### config.mk
export PLATFORM = sky130hd
export DESIGN_NAME = cubic_bezier_segment_gen
export DESIGN_NICKNAME = d
export VERILOG_FILES = /design/src/rtl/cbz_pkg.sv /design/src/rtl/cubic_bezier_segment_gen.sv
export SDC_FILE = /design/constraint.sdc
export NUM_CORES = 2
export LEC_CHECK = 0
export BUFFER_PORTS_ARGS = -buffer_cell sky130_fd_sc_hd__buf_2
export CORE_ASPECT_RATIO = 0.5
export CORE_UTILIZATION = 66
export DETAILED_ROUTE_END_ITERATION = 10
export GPL_ROUTABILITY_DRIVEN = 0
export PLACE_DENSITY = 0.87
export SLEW_MARGIN = 20
export SYNTH_ARGS = -nofsm -noshare
export SYNTH_HDL_FRONTEND = slang
export SYNTH_SLANG_ARGS = --single-unit
### constraint.sdc
create_clock -name clk -period 14.6 [get_ports clk]
set_input_delay 1.46 -clock clk [delete_from_list [all_inputs] [get_ports clk]]
set_output_delay 1.46 -clock clk [all_outputs]
set_load 0.02 [all_outputs]
### src/rtl/cbz_pkg.sv
// shared constants, register codes and beat types of the cubic bezier segment generator
`default_nettype none

package cbz_pkg;

	// coordinate and field widths
	localparam int COORD_BITS  = 12;
	localparam int CURVE_BITS  = 8;
	localparam int SEG_CNT_BITS = 7;

	// defaults for the top level parameters
	localparam int MAX_SEGMENTS = 64;
	localparam int T_FRAC_BITS  = 16;

	// register reset values
	localparam logic [SEG_CNT_BITS-1:0] SEG_COUNT_RESET = 7'd50;

	// register select codes, taken from paddr[2]
	localparam logic REG_SEGMENT_COUNT = 1'b0;
	localparam logic REG_TANGENT_MODE  = 1'b1;

	localparam int APB_ADDR_BITS = 3;
	localparam int APB_DATA_BITS = 32;

	typedef struct packed {
		logic [COORD_BITS-1:0] px;
		logic [COORD_BITS-1:0] py;
		logic                  final_point;
	} point_t;

	typedef struct packed {
		logic [COORD_BITS-1:0] start_x;
		logic [COORD_BITS-1:0] start_y;
		logic [COORD_BITS-1:0] end_x;
		logic [COORD_BITS-1:0] end_y;
		logic [CURVE_BITS-1:0] curve_number;
		logic                  run_end;
	} seg_t;

endpackage

`default_nettype wire

### src/rtl/cubic_bezier_segment_gen.sv
// top level of the cubic bezier segment generator: sequencer, shared multiplier, apb registers
`default_nettype none

// Control points come in one beat each; every fourth point (counting joints once) closes a
// cubic curve, which is then cut into N = segment_count line segments at t = j/N and sent out
// one segment per beat, in order of t, tagged with the curve index and run_end on the last
// one. A point that does not close a curve is taken while the block stays idle. A point that
// closes a curve holds point_ready low while the curve is produced, longer when the output
// stalls: the divider forms 2^F / N, a setup step follows, then every segment is evaluated,
// the last one included (its evaluated point is replaced by the curve end point); a
// single-segment curve skips the evaluation. The single multiplier forms the 14 products of
// each segment one per cycle and then drains its pipe; the division uses a one-bit-per-cycle
// restoring loop. With tangent_mode set, an interior joint waits for the next point and is
// replaced by the floor average of its neighbours, so a curve is released one point later.
// Registers: segment_count at address 0 (0 acts as 1, values above MAX_SEGMENTS clamp),
// tangent_mode at address 4; write them only while the block is idle.
module cubic_bezier_segment_gen #(
	parameter int MAX_SEGMENTS = cbz_pkg::MAX_SEGMENTS,
	parameter int T_FRAC_BITS  = cbz_pkg::T_FRAC_BITS
) (
	input  wire                                 clk,
	input  wire                                 arst_n,
	// control point channel
	input  wire                                 point_valid,
	output logic                                point_ready,
	input  cbz_pkg::point_t                     point,
	// segment channel
	output logic                                seg_valid,
	input  wire                                 seg_ready,
	output cbz_pkg::seg_t                       seg,
	// apb register port
	input  wire                                 psel,
	input  wire                                 penable,
	input  wire                                 pwrite,
	input  wire  [cbz_pkg::APB_ADDR_BITS-1:0]   paddr,
	input  wire  [cbz_pkg::APB_DATA_BITS-1:0]   pwdata,
	output logic [cbz_pkg::APB_DATA_BITS-1:0]   prdata,
	output logic                                pready
);

	localparam int CW   = cbz_pkg::COORD_BITS;
	localparam int F    = T_FRAC_BITS;
	localparam int NW   = $clog2(MAX_SEGMENTS + 1);       // segment count / index width
	localparam int TW   = F + 1;                          // t, u and the plain weights
	localparam int WW   = F + 2;                          // weights scaled by three
	localparam int OPW  = (WW > CW) ? WW : CW;            // multiplier operand width
	localparam int PW   = 2 * OPW;                        // product width
	localparam int TERM = CW + F + 2;                     // width of one coordinate term
	localparam int ACCW = CW + F + 4;                     // four terms summed
	localparam int DCW  = $clog2(F + 1);
	localparam int SCW  = cbz_pkg::SEG_CNT_BITS;
	localparam logic [TW-1:0] ONE = TW'(1) << F;

	typedef enum logic [2:0] {
		S_IDLE,
		S_DIV,
		S_INIT,
		S_EVAL,
		S_EMIT
	} state_t;

	// one step per multiplier slot; the last two only drain the product pipe
	typedef enum logic [3:0] {
		OP_UU, OP_TT, OP_W0, OP_W1, OP_W2, OP_W3,
		OP_X0, OP_X1, OP_X2, OP_X3,
		OP_Y0, OP_Y1, OP_Y2, OP_Y3,
		OP_WAIT, OP_DONE
	} op_t;

	// number of points of the current curve held so far, its start point included
	typedef enum logic [1:0] {
		PH_EMPTY, PH_ONE, PH_TWO, PH_THREE
	} phase_t;

	// control state
	state_t                state_q;
	op_t                   step_q;
	op_t                   wop_q;
	logic                  wval_q;
	logic [DCW-1:0]        dcnt_q;
	logic [NW-1:0]         j_q;
	phase_t                phase_q;
	logic [cbz_pkg::CURVE_BITS-1:0] cc_q;
	logic                  pend_q;
	logic                  post_pend_q;
	logic                  fin_q;
	logic                  seg_valid_q;
	logic [SCW-1:0]        seg_count_q;
	logic                  tm_q;

	// point window and hold point
	logic [CW-1:0]         p0x_q, p0y_q, p1x_q, p1y_q, p2x_q, p2y_q, p3x_q, p3y_q;
	logic [CW-1:0]         hx_q, hy_q;

	// datapath
	logic [TW-1:0]         q0_q;
	logic [NW-1:0]         r0_q;
	logic [TW-1:0]         t_q, u_q;
	logic [NW-1:0]         rem_q;
	logic [TW-1:0]         su_q, st_q, w0_q, w3_q;
	logic [WW-1:0]         w1_q, w2_q;
	logic [PW-1:0]         mul_q;
	logic [ACCW-1:0]       acc_q;
	logic [CW-1:0]         nx_q, ny_q, sx_q, sy_q;
	cbz_pkg::seg_t         seg_q;

	// combinational
	logic                  in_acc;
	logic                  go_emit;
	logic                  cfg_wr;
	logic                  load;
	logic                  last;
	logic [NW-1:0]         n_w;
	logic [NW:0]           div_sh;
	logic                  div_ge;
	logic [NW:0]           rsum;
	logic                  carry;
	logic [OPW-1:0]        mul_a, mul_b;
	logic [PW-1:0]         mul_w;
	logic [PW-1:0]         mul_sh;
	logic [TW-1:0]         mul_t;
	logic [ACCW-F-1:0]     acc_sh;
	logic [CW-1:0]         sat;
	logic [CW:0]           mid_x, mid_y;
	logic [CW-1:0]         end_x, end_y;

	assign point_ready = (state_q == S_IDLE);
	assign seg_valid   = seg_valid_q;
	assign seg         = seg_q;
	assign pready      = 1'b1;

	assign in_acc  = point_valid && point_ready;
	assign cfg_wr  = psel && penable && pwrite;
	// a pending joint always closes its curve; a fourth point closes it unless it must wait
	assign go_emit = pend_q || ((phase_q == PH_THREE) && (point.final_point || !tm_q));
	assign load    = (state_q == S_EMIT) && (!seg_valid_q || seg_ready);
	assign last    = (j_q == n_w);

	// clamp the segment count into 1..MAX_SEGMENTS
	always_comb begin
		if (seg_count_q == '0) begin
			n_w = NW'(1);
		end else if (seg_count_q > SCW'(MAX_SEGMENTS)) begin
			n_w = NW'(MAX_SEGMENTS);
		end else begin
			n_w = seg_count_q[NW-1:0];
		end
	end

	// restoring division of 2^F by n, one quotient bit per cycle
	assign div_sh = {r0_q, (dcnt_q == '0)};
	assign div_ge = (div_sh >= {1'b0, n_w});

	// t advance: t(j+1) = t(j) + q0 + carry out of the remainder
	assign rsum  = {1'b0, rem_q} + {1'b0, r0_q};
	assign carry = (rsum >= {1'b0, n_w});

	// midpoint of p2 and the incoming point for a pending joint
	assign mid_x = {1'b0, p2x_q} + {1'b0, point.px};
	assign mid_y = {1'b0, p2y_q} + {1'b0, point.py};

	// operand select for the shared multiplier
	always_comb begin
		unique case (step_q)
			OP_UU: begin mul_a = OPW'(u_q);   mul_b = OPW'(u_q);  end
			OP_TT: begin mul_a = OPW'(t_q);   mul_b = OPW'(t_q);  end
			OP_W0: begin mul_a = OPW'(su_q);  mul_b = OPW'(u_q);  end
			OP_W1: begin mul_a = OPW'(t_q);   mul_b = OPW'(su_q); end
			OP_W2: begin mul_a = OPW'(st_q);  mul_b = OPW'(u_q);  end
			OP_W3: begin mul_a = OPW'(st_q);  mul_b = OPW'(t_q);  end
			OP_X0: begin mul_a = OPW'(p0x_q); mul_b = OPW'(w0_q); end
			OP_X1: begin mul_a = OPW'(p1x_q); mul_b = OPW'(w1_q); end
			OP_X2: begin mul_a = OPW'(p2x_q); mul_b = OPW'(w2_q); end
			OP_X3: begin mul_a = OPW'(p3x_q); mul_b = OPW'(w3_q); end
			OP_Y0: begin mul_a = OPW'(p0y_q); mul_b = OPW'(w0_q); end
			OP_Y1: begin mul_a = OPW'(p1y_q); mul_b = OPW'(w1_q); end
			OP_Y2: begin mul_a = OPW'(p2y_q); mul_b = OPW'(w2_q); end
			OP_Y3: begin mul_a = OPW'(p3y_q); mul_b = OPW'(w3_q); end
			default: begin mul_a = '0; mul_b = '0; end
		endcase
	end

	assign mul_w  = mul_a * mul_b;
	assign mul_sh = mul_q >> F;
	assign mul_t  = mul_sh[TW-1:0];

	// scale the sum back and saturate to the coordinate range
	assign acc_sh = acc_q[ACCW-1:F];
	assign sat    = (|acc_sh[ACCW-F-1:CW]) ? {CW{1'b1}} : acc_sh[CW-1:0];

	// last segment ends exactly on the curve end point
	assign end_x = last ? p3x_q : nx_q;
	assign end_y = last ? p3y_q : ny_q;

	// register read
	always_comb begin
		unique case (paddr[2])
			cbz_pkg::REG_SEGMENT_COUNT: prdata = cbz_pkg::APB_DATA_BITS'(seg_count_q);
			cbz_pkg::REG_TANGENT_MODE:  prdata = cbz_pkg::APB_DATA_BITS'(tm_q);
		endcase
	end

	// sequencer, chain state, registers and output valid
	always_ff @(posedge clk or negedge arst_n) begin
		if (!arst_n) begin
			state_q     <= S_IDLE;
			step_q      <= OP_UU;
			wop_q       <= OP_UU;
			wval_q      <= 1'b0;
			dcnt_q      <= '0;
			j_q         <= '0;
			phase_q     <= PH_EMPTY;
			cc_q        <= '0;
			pend_q      <= 1'b0;
			post_pend_q <= 1'b0;
			fin_q       <= 1'b0;
			seg_valid_q <= 1'b0;
			seg_count_q <= cbz_pkg::SEG_COUNT_RESET;
			tm_q        <= 1'b0;
		end else begin
			if (cfg_wr) begin
				unique case (paddr[2])
					cbz_pkg::REG_SEGMENT_COUNT: seg_count_q <= pwdata[SCW-1:0];
					cbz_pkg::REG_TANGENT_MODE:  tm_q        <= pwdata[0];
				endcase
			end

			wval_q <= (state_q == S_EVAL) && (step_q != OP_WAIT) && (step_q != OP_DONE);
			wop_q  <= step_q;

			if (load) begin
				seg_valid_q <= 1'b1;
			end else if (seg_ready) begin
				seg_valid_q <= 1'b0;
			end

			unique case (state_q)
				S_IDLE: begin
					if (in_acc) begin
						fin_q       <= point.final_point;
						post_pend_q <= pend_q;
						if (go_emit) begin
							state_q <= S_DIV;
							dcnt_q  <= '0;
						end else if (point.final_point) begin
							// chain ends without a complete curve
							phase_q <= PH_EMPTY;
							cc_q    <= '0;
							pend_q  <= 1'b0;
						end else if (phase_q != PH_THREE) begin
							phase_q <= phase_t'(phase_q + 2'd1);
						end else begin
							pend_q <= 1'b1;
						end
					end
				end
				S_DIV: begin
					if (dcnt_q == DCW'(F)) begin
						state_q <= S_INIT;
					end else begin
						dcnt_q <= dcnt_q + DCW'(1);
					end
				end
				S_INIT: begin
					j_q    <= NW'(1);
					step_q <= OP_UU;
					if (n_w == NW'(1)) begin
						state_q <= S_EMIT;
					end else begin
						state_q <= S_EVAL;
					end
				end
				S_EVAL: begin
					if (step_q == OP_DONE) begin
						state_q <= S_EMIT;
					end else begin
						step_q <= op_t'(step_q + 4'd1);
					end
				end
				S_EMIT: begin
					if (load) begin
						if (last) begin
							state_q <= S_IDLE;
							pend_q  <= 1'b0;
							// a final point ends the chain
							if (fin_q) begin
								phase_q <= PH_EMPTY;
								cc_q    <= '0;
							end else begin
								phase_q <= post_pend_q ? PH_TWO : PH_ONE;
								cc_q    <= cc_q + 8'd1;
							end
						end else begin
							j_q     <= j_q + NW'(1);
							step_q  <= OP_UU;
							state_q <= S_EVAL;
						end
					end
				end
				default: state_q <= S_IDLE;
			endcase
		end
	end

	// point window, divider, t stepping, multiplier pipe and output beat
	always_ff @(posedge clk) begin
		if (in_acc) begin
			if (pend_q) begin
				p3x_q <= mid_x[CW:1];
				p3y_q <= mid_y[CW:1];
				hx_q  <= point.px;
				hy_q  <= point.py;
			end else begin
				unique case (phase_q)
					PH_EMPTY: begin p0x_q <= point.px; p0y_q <= point.py; end
					PH_ONE:   begin p1x_q <= point.px; p1y_q <= point.py; end
					PH_TWO:   begin p2x_q <= point.px; p2y_q <= point.py; end
					PH_THREE: begin p3x_q <= point.px; p3y_q <= point.py; end
				endcase
			end
			q0_q <= '0;
			r0_q <= '0;
		end

		if (state_q == S_DIV) begin
			q0_q <= {q0_q[TW-2:0], div_ge};
			r0_q <= div_ge ? NW'(div_sh - {1'b0, n_w}) : div_sh[NW-1:0];
		end

		if (state_q == S_INIT) begin
			t_q   <= q0_q;
			u_q   <= ONE - q0_q;
			rem_q <= r0_q;
			sx_q  <= p0x_q;
			sy_q  <= p0y_q;
		end

		mul_q <= mul_w;
		if (wval_q) begin
			unique case (wop_q)
				OP_UU: su_q <= mul_t;
				OP_TT: st_q <= mul_t;
				OP_W0: w0_q <= mul_t;
				OP_W1: w1_q <= {1'b0, mul_t} + {mul_t, 1'b0};
				OP_W2: w2_q <= {1'b0, mul_t} + {mul_t, 1'b0};
				OP_W3: w3_q <= mul_t;
				OP_X0: acc_q <= ACCW'(mul_q[TERM-1:0]);
				OP_Y0: begin
					nx_q  <= sat;
					acc_q <= ACCW'(mul_q[TERM-1:0]);
				end
				default: acc_q <= acc_q + ACCW'(mul_q[TERM-1:0]);
			endcase
		end
		if ((state_q == S_EVAL) && (step_q == OP_DONE)) begin
			ny_q <= sat;
		end

		if (load) begin
			seg_q.start_x      <= sx_q;
			seg_q.start_y      <= sy_q;
			seg_q.end_x        <= end_x;
			seg_q.end_y        <= end_y;
			seg_q.curve_number <= cc_q;
			seg_q.run_end      <= last;
			sx_q               <= end_x;
			sy_q               <= end_y;
			rem_q              <= carry ? NW'(rsum - {1'b0, n_w}) : rsum[NW-1:0];
			t_q                <= t_q + q0_q + TW'(carry);
			u_q                <= u_q - q0_q - TW'(carry);
			if (last) begin
				p0x_q <= p3x_q;
				p0y_q <= p3y_q;
				if (post_pend_q) begin
					p1x_q <= hx_q;
					p1y_q <= hy_q;
				end
			end
		end
	end

	// divider leaves q0 * n + r0 == 2^F with r0 below n
	a_div_exact: assert property (@(posedge clk) disable iff (!arst_n)
		(state_q == S_INIT) |->
			((int'(q0_q) * int'(n_w) + int'(r0_q)) == (1 << F)) && (r0_q < n_w))
		else $error("segment step division is wrong");

	// t and u stay complementary when a segment evaluation starts
	a_tu_sum: assert property (@(posedge clk) disable iff (!arst_n)
		((state_q == S_EVAL) && (step_q == OP_UU)) |-> ((t_q + u_q) == ONE))
		else $error("t and u out of step");

	// a joint can only be pending once a full curve is held
	a_pend_phase: assert property (@(posedge clk) disable iff (!arst_n)
		pend_q |-> (phase_q == PH_THREE))
		else $error("pending joint without a full curve");

	// the last segment of a curve lands exactly on its end point
	a_run_end: assert property (@(posedge clk) disable iff (!arst_n)
		(load && last) |=>
			(seg_q.run_end && (seg_q.end_x == $past(p3x_q)) && (seg_q.end_y == $past(p3y_q))))
		else $error("last segment misses the curve end point");

endmodule

`default_nettype wire
==> results.cfg <==
[yosys]
synth_edf_count = 378
ys_dominant_reg_cell = edfxtp_1
ys_types = 90
netlist_instances = 3513
ys_async_sr_fraction = 0.0911
yosys_warnings = 0
syn_avg_cell_area_um2 = 10.2
ys_seq_elements = 505
yosysSeqAreaShare = 0.394
syn-cell-area_mm2 = 0.0358

[final_layout]
layout.nets = 4128
seqCellArea_mm2 = 0.0141
syn2layout_area_growth_pct = 7.14
final_common_cell = nand2_1
multi_input_area_mm2 = 0.0196
final_cell_mix = nand2_1 (484), inv_1 (399), edfxtp_1 (378)
fill_cells = 3346
layout-drive-gt1-share = 0.0865

[setup_path]
path_max_fanout = 27
critPathMostFrequentCell = fa_1
critical-path-slowest-cell = nand4_1
cp.arrival_ns = 10.08
r2r-start = step_q[3]
cpPeakStageDelay_ns = 0.73
required_ns = 15.12
worstSetupStartpointType = register
cp-startpoint = step_q[3]
path_class = reg -> reg
crit_path_end_kind = register

[clocking]
clockBufferDepth = 3
cts_num_sinks = 505
post_cts_buffers = 0
cts-root-buf = clkbuf_16
clock_latency_ns = 0.61
cts_max_level = 2
clk_pin_slew_ns = 0.08
ctsResizeCount = 0
cts_tree = yes
hold_buffers = 0
cts_made_buffers = 47

[sta]
grt_setup_unrepaired = false
period_share = 0.655
setup_tns_ns = 0
skew_ns = 0.0484
hold_violations = 0
relSlewSlack = 0.206
fmax_mhz = 105
finalCriticalPeriod_ns = 9.57
worst_pin_slew_ns = 1.19
setup-violations-final = 0
drv_slew = 0

[placement]
io_buffers = 105
dp.final_hpwl_um = 72700

[run_status]
violations = design-rule violations
status = finished with violations

[detailed_routing]
vias = 28074
drt-pass1-iter-count = 11
drt_iter0_markers = 3848
detail-route-antenna-nets = 0
post-route-drc-count = 3
routed_wl_um = 101000
via_per_inst = 6.52
wl_per_cell_um = 23.4

[global_routing]
antenna_found_initial = 2
grt.overflow.total = 0
grt_pass1_wl_um = 155000
grt_use_total = 0.363
grt_pass1_vias = 28077
grt_max_degree = 76

[die]
die_y_um = 167
die_w_um = 332
core_area_mm2 = 0.0528
ios = 159
rows = 59
die-area_mm2 = 0.0553
start_util = 0.679

[run]
maxCapViolations = 0

[hold_path]
hold_start = sy_q[1]
hp-class = reg -> reg
[final timing paths]
check                           cells after the start         to  slack [ns]
worst max register to register                     30  mul_q[31]        5.03
worst min register to register                      0    seg[34]        0.42
min in group asynchronous                           1    cc_q[0]        0.86
worst max-delay path                               30  mul_q[31]        5.03
max in group asynchronous                           1  step_q[3]       13.31
worst min-delay path                                0    seg[34]        0.42
[per-layer routing]
metal | up-vias | share of wire | global-route usage
li1 | 12092 | - | -
met3 | 492 | 0.14 | 0.118
met1 | 13425 | 0.35 | 0.449
met5 | - | 0.0016 | 0.0102
met2 | 2061 | 0.44 | 0.570
met4 | 4 | 0.066 | 0.196
[through the flow]
| step | hold slack [ns] | setup WS [ns] | area, µm² | instances | utilization |
|---|---|---|---|---|---|
| after floorplan | 0.374 | 7.28 | 35900 | 3537 | - |
| after global placement | 0.402 | 5.51 | 36800 | 4217 | 0.698 |
| after detailed placement | 0.405 | 5.23 | 36800 | 4217 | 0.698 |
| after CTS | 0.411 | 5.09 | 38300 | 4304 | 0.727 |
| after global routing | 0.421 | 4.80 | 38400 | 4306 | 0.727 |
| final | 0.418 | 5.03 | 38400 | 4307 | 0.727 |
[cells by family after synthesis]
logic type / count (synthesis) / share of synthesized area
flip-flops: 505 / 0.394
adder cells (fa/ha/maj): 494 / 0.225
AO/OA/AOI/OAI: 637 / 0.120
AND/OR/NAND/NOR: 1082 / 0.135
XOR/XNOR: 139 / 0.0340
buffers and inverters: 562 / 0.0641
other: 2 / 0.000210
multiplexers: 92 / 0.0272
[registers in the layout, indices dropped and copies added (netlist names), 17 cells and up]
register	cells
mul_q	33
st_q	17
w1_q	18
acc_q	32
q0_q	17
seg	57
u_q	17
w0_q	17
su_q	17
w3_q	17
t_q	17
w2_q	18
[synthesized netlist by cell type (28+ instances only)]
cell	number	share of area
clkbuf_1	92	0.0096
o21ai_0	145	0.020
nand2_1	488	0.051
nor3_1	33	0.0046
a221oi_1	33	0.0081
fa_1	249	0.14
o21a_1	28	0.0059
mux2_2	43	0.014
and2_1	59	0.010
dfxtp_1	81	0.045
a21oi_1	159	0.022
inv_1	399	0.042
xor2_1	51	0.012
edfxtp_1	378	0.32
dfrtp_1	43	0.030
nor2b_1	39	0.0068
xnor2_1	88	0.022
nand2b_1	36	0.0063
ha_1	245	0.086
a22o_1	39	0.0095
mux2i_1	49	0.014
nor2_1	273	0.029
buf_4	28	0.0059
nand3_1	43	0.0060
a21o_1	42	0.0088
[critical path: cells and delay by family, from the launching register on]
family | cells | cell delay [ns]
buffers and inverters | 7 | 1.03
xor gates and xnor gates | 1 | 0.15
adders and majority gates | 7 | 3.45
AOI/OAI and AO/OA | 6 | 1.74
DFF | 1 | 0.36
and+or+nand+nor | 9 | 2.73
[area by class of cell]
cell class,instances,share of cell area
Multi-Input combinational cell,2470,0.510
Sequential cell,505,0.368
Inverter,404,0.0396
Clock buffer,61,0.0328
Tap cell,701,0.0228
Timing Repair Buffer,139,0.0207
Clock inverter,26,0.00629
Antenna cell,1,0.0000652
Power is left out: the tool's default activity adds up to more than one toggle a clock period on the data nets, which glitch-free logic cannot reach.
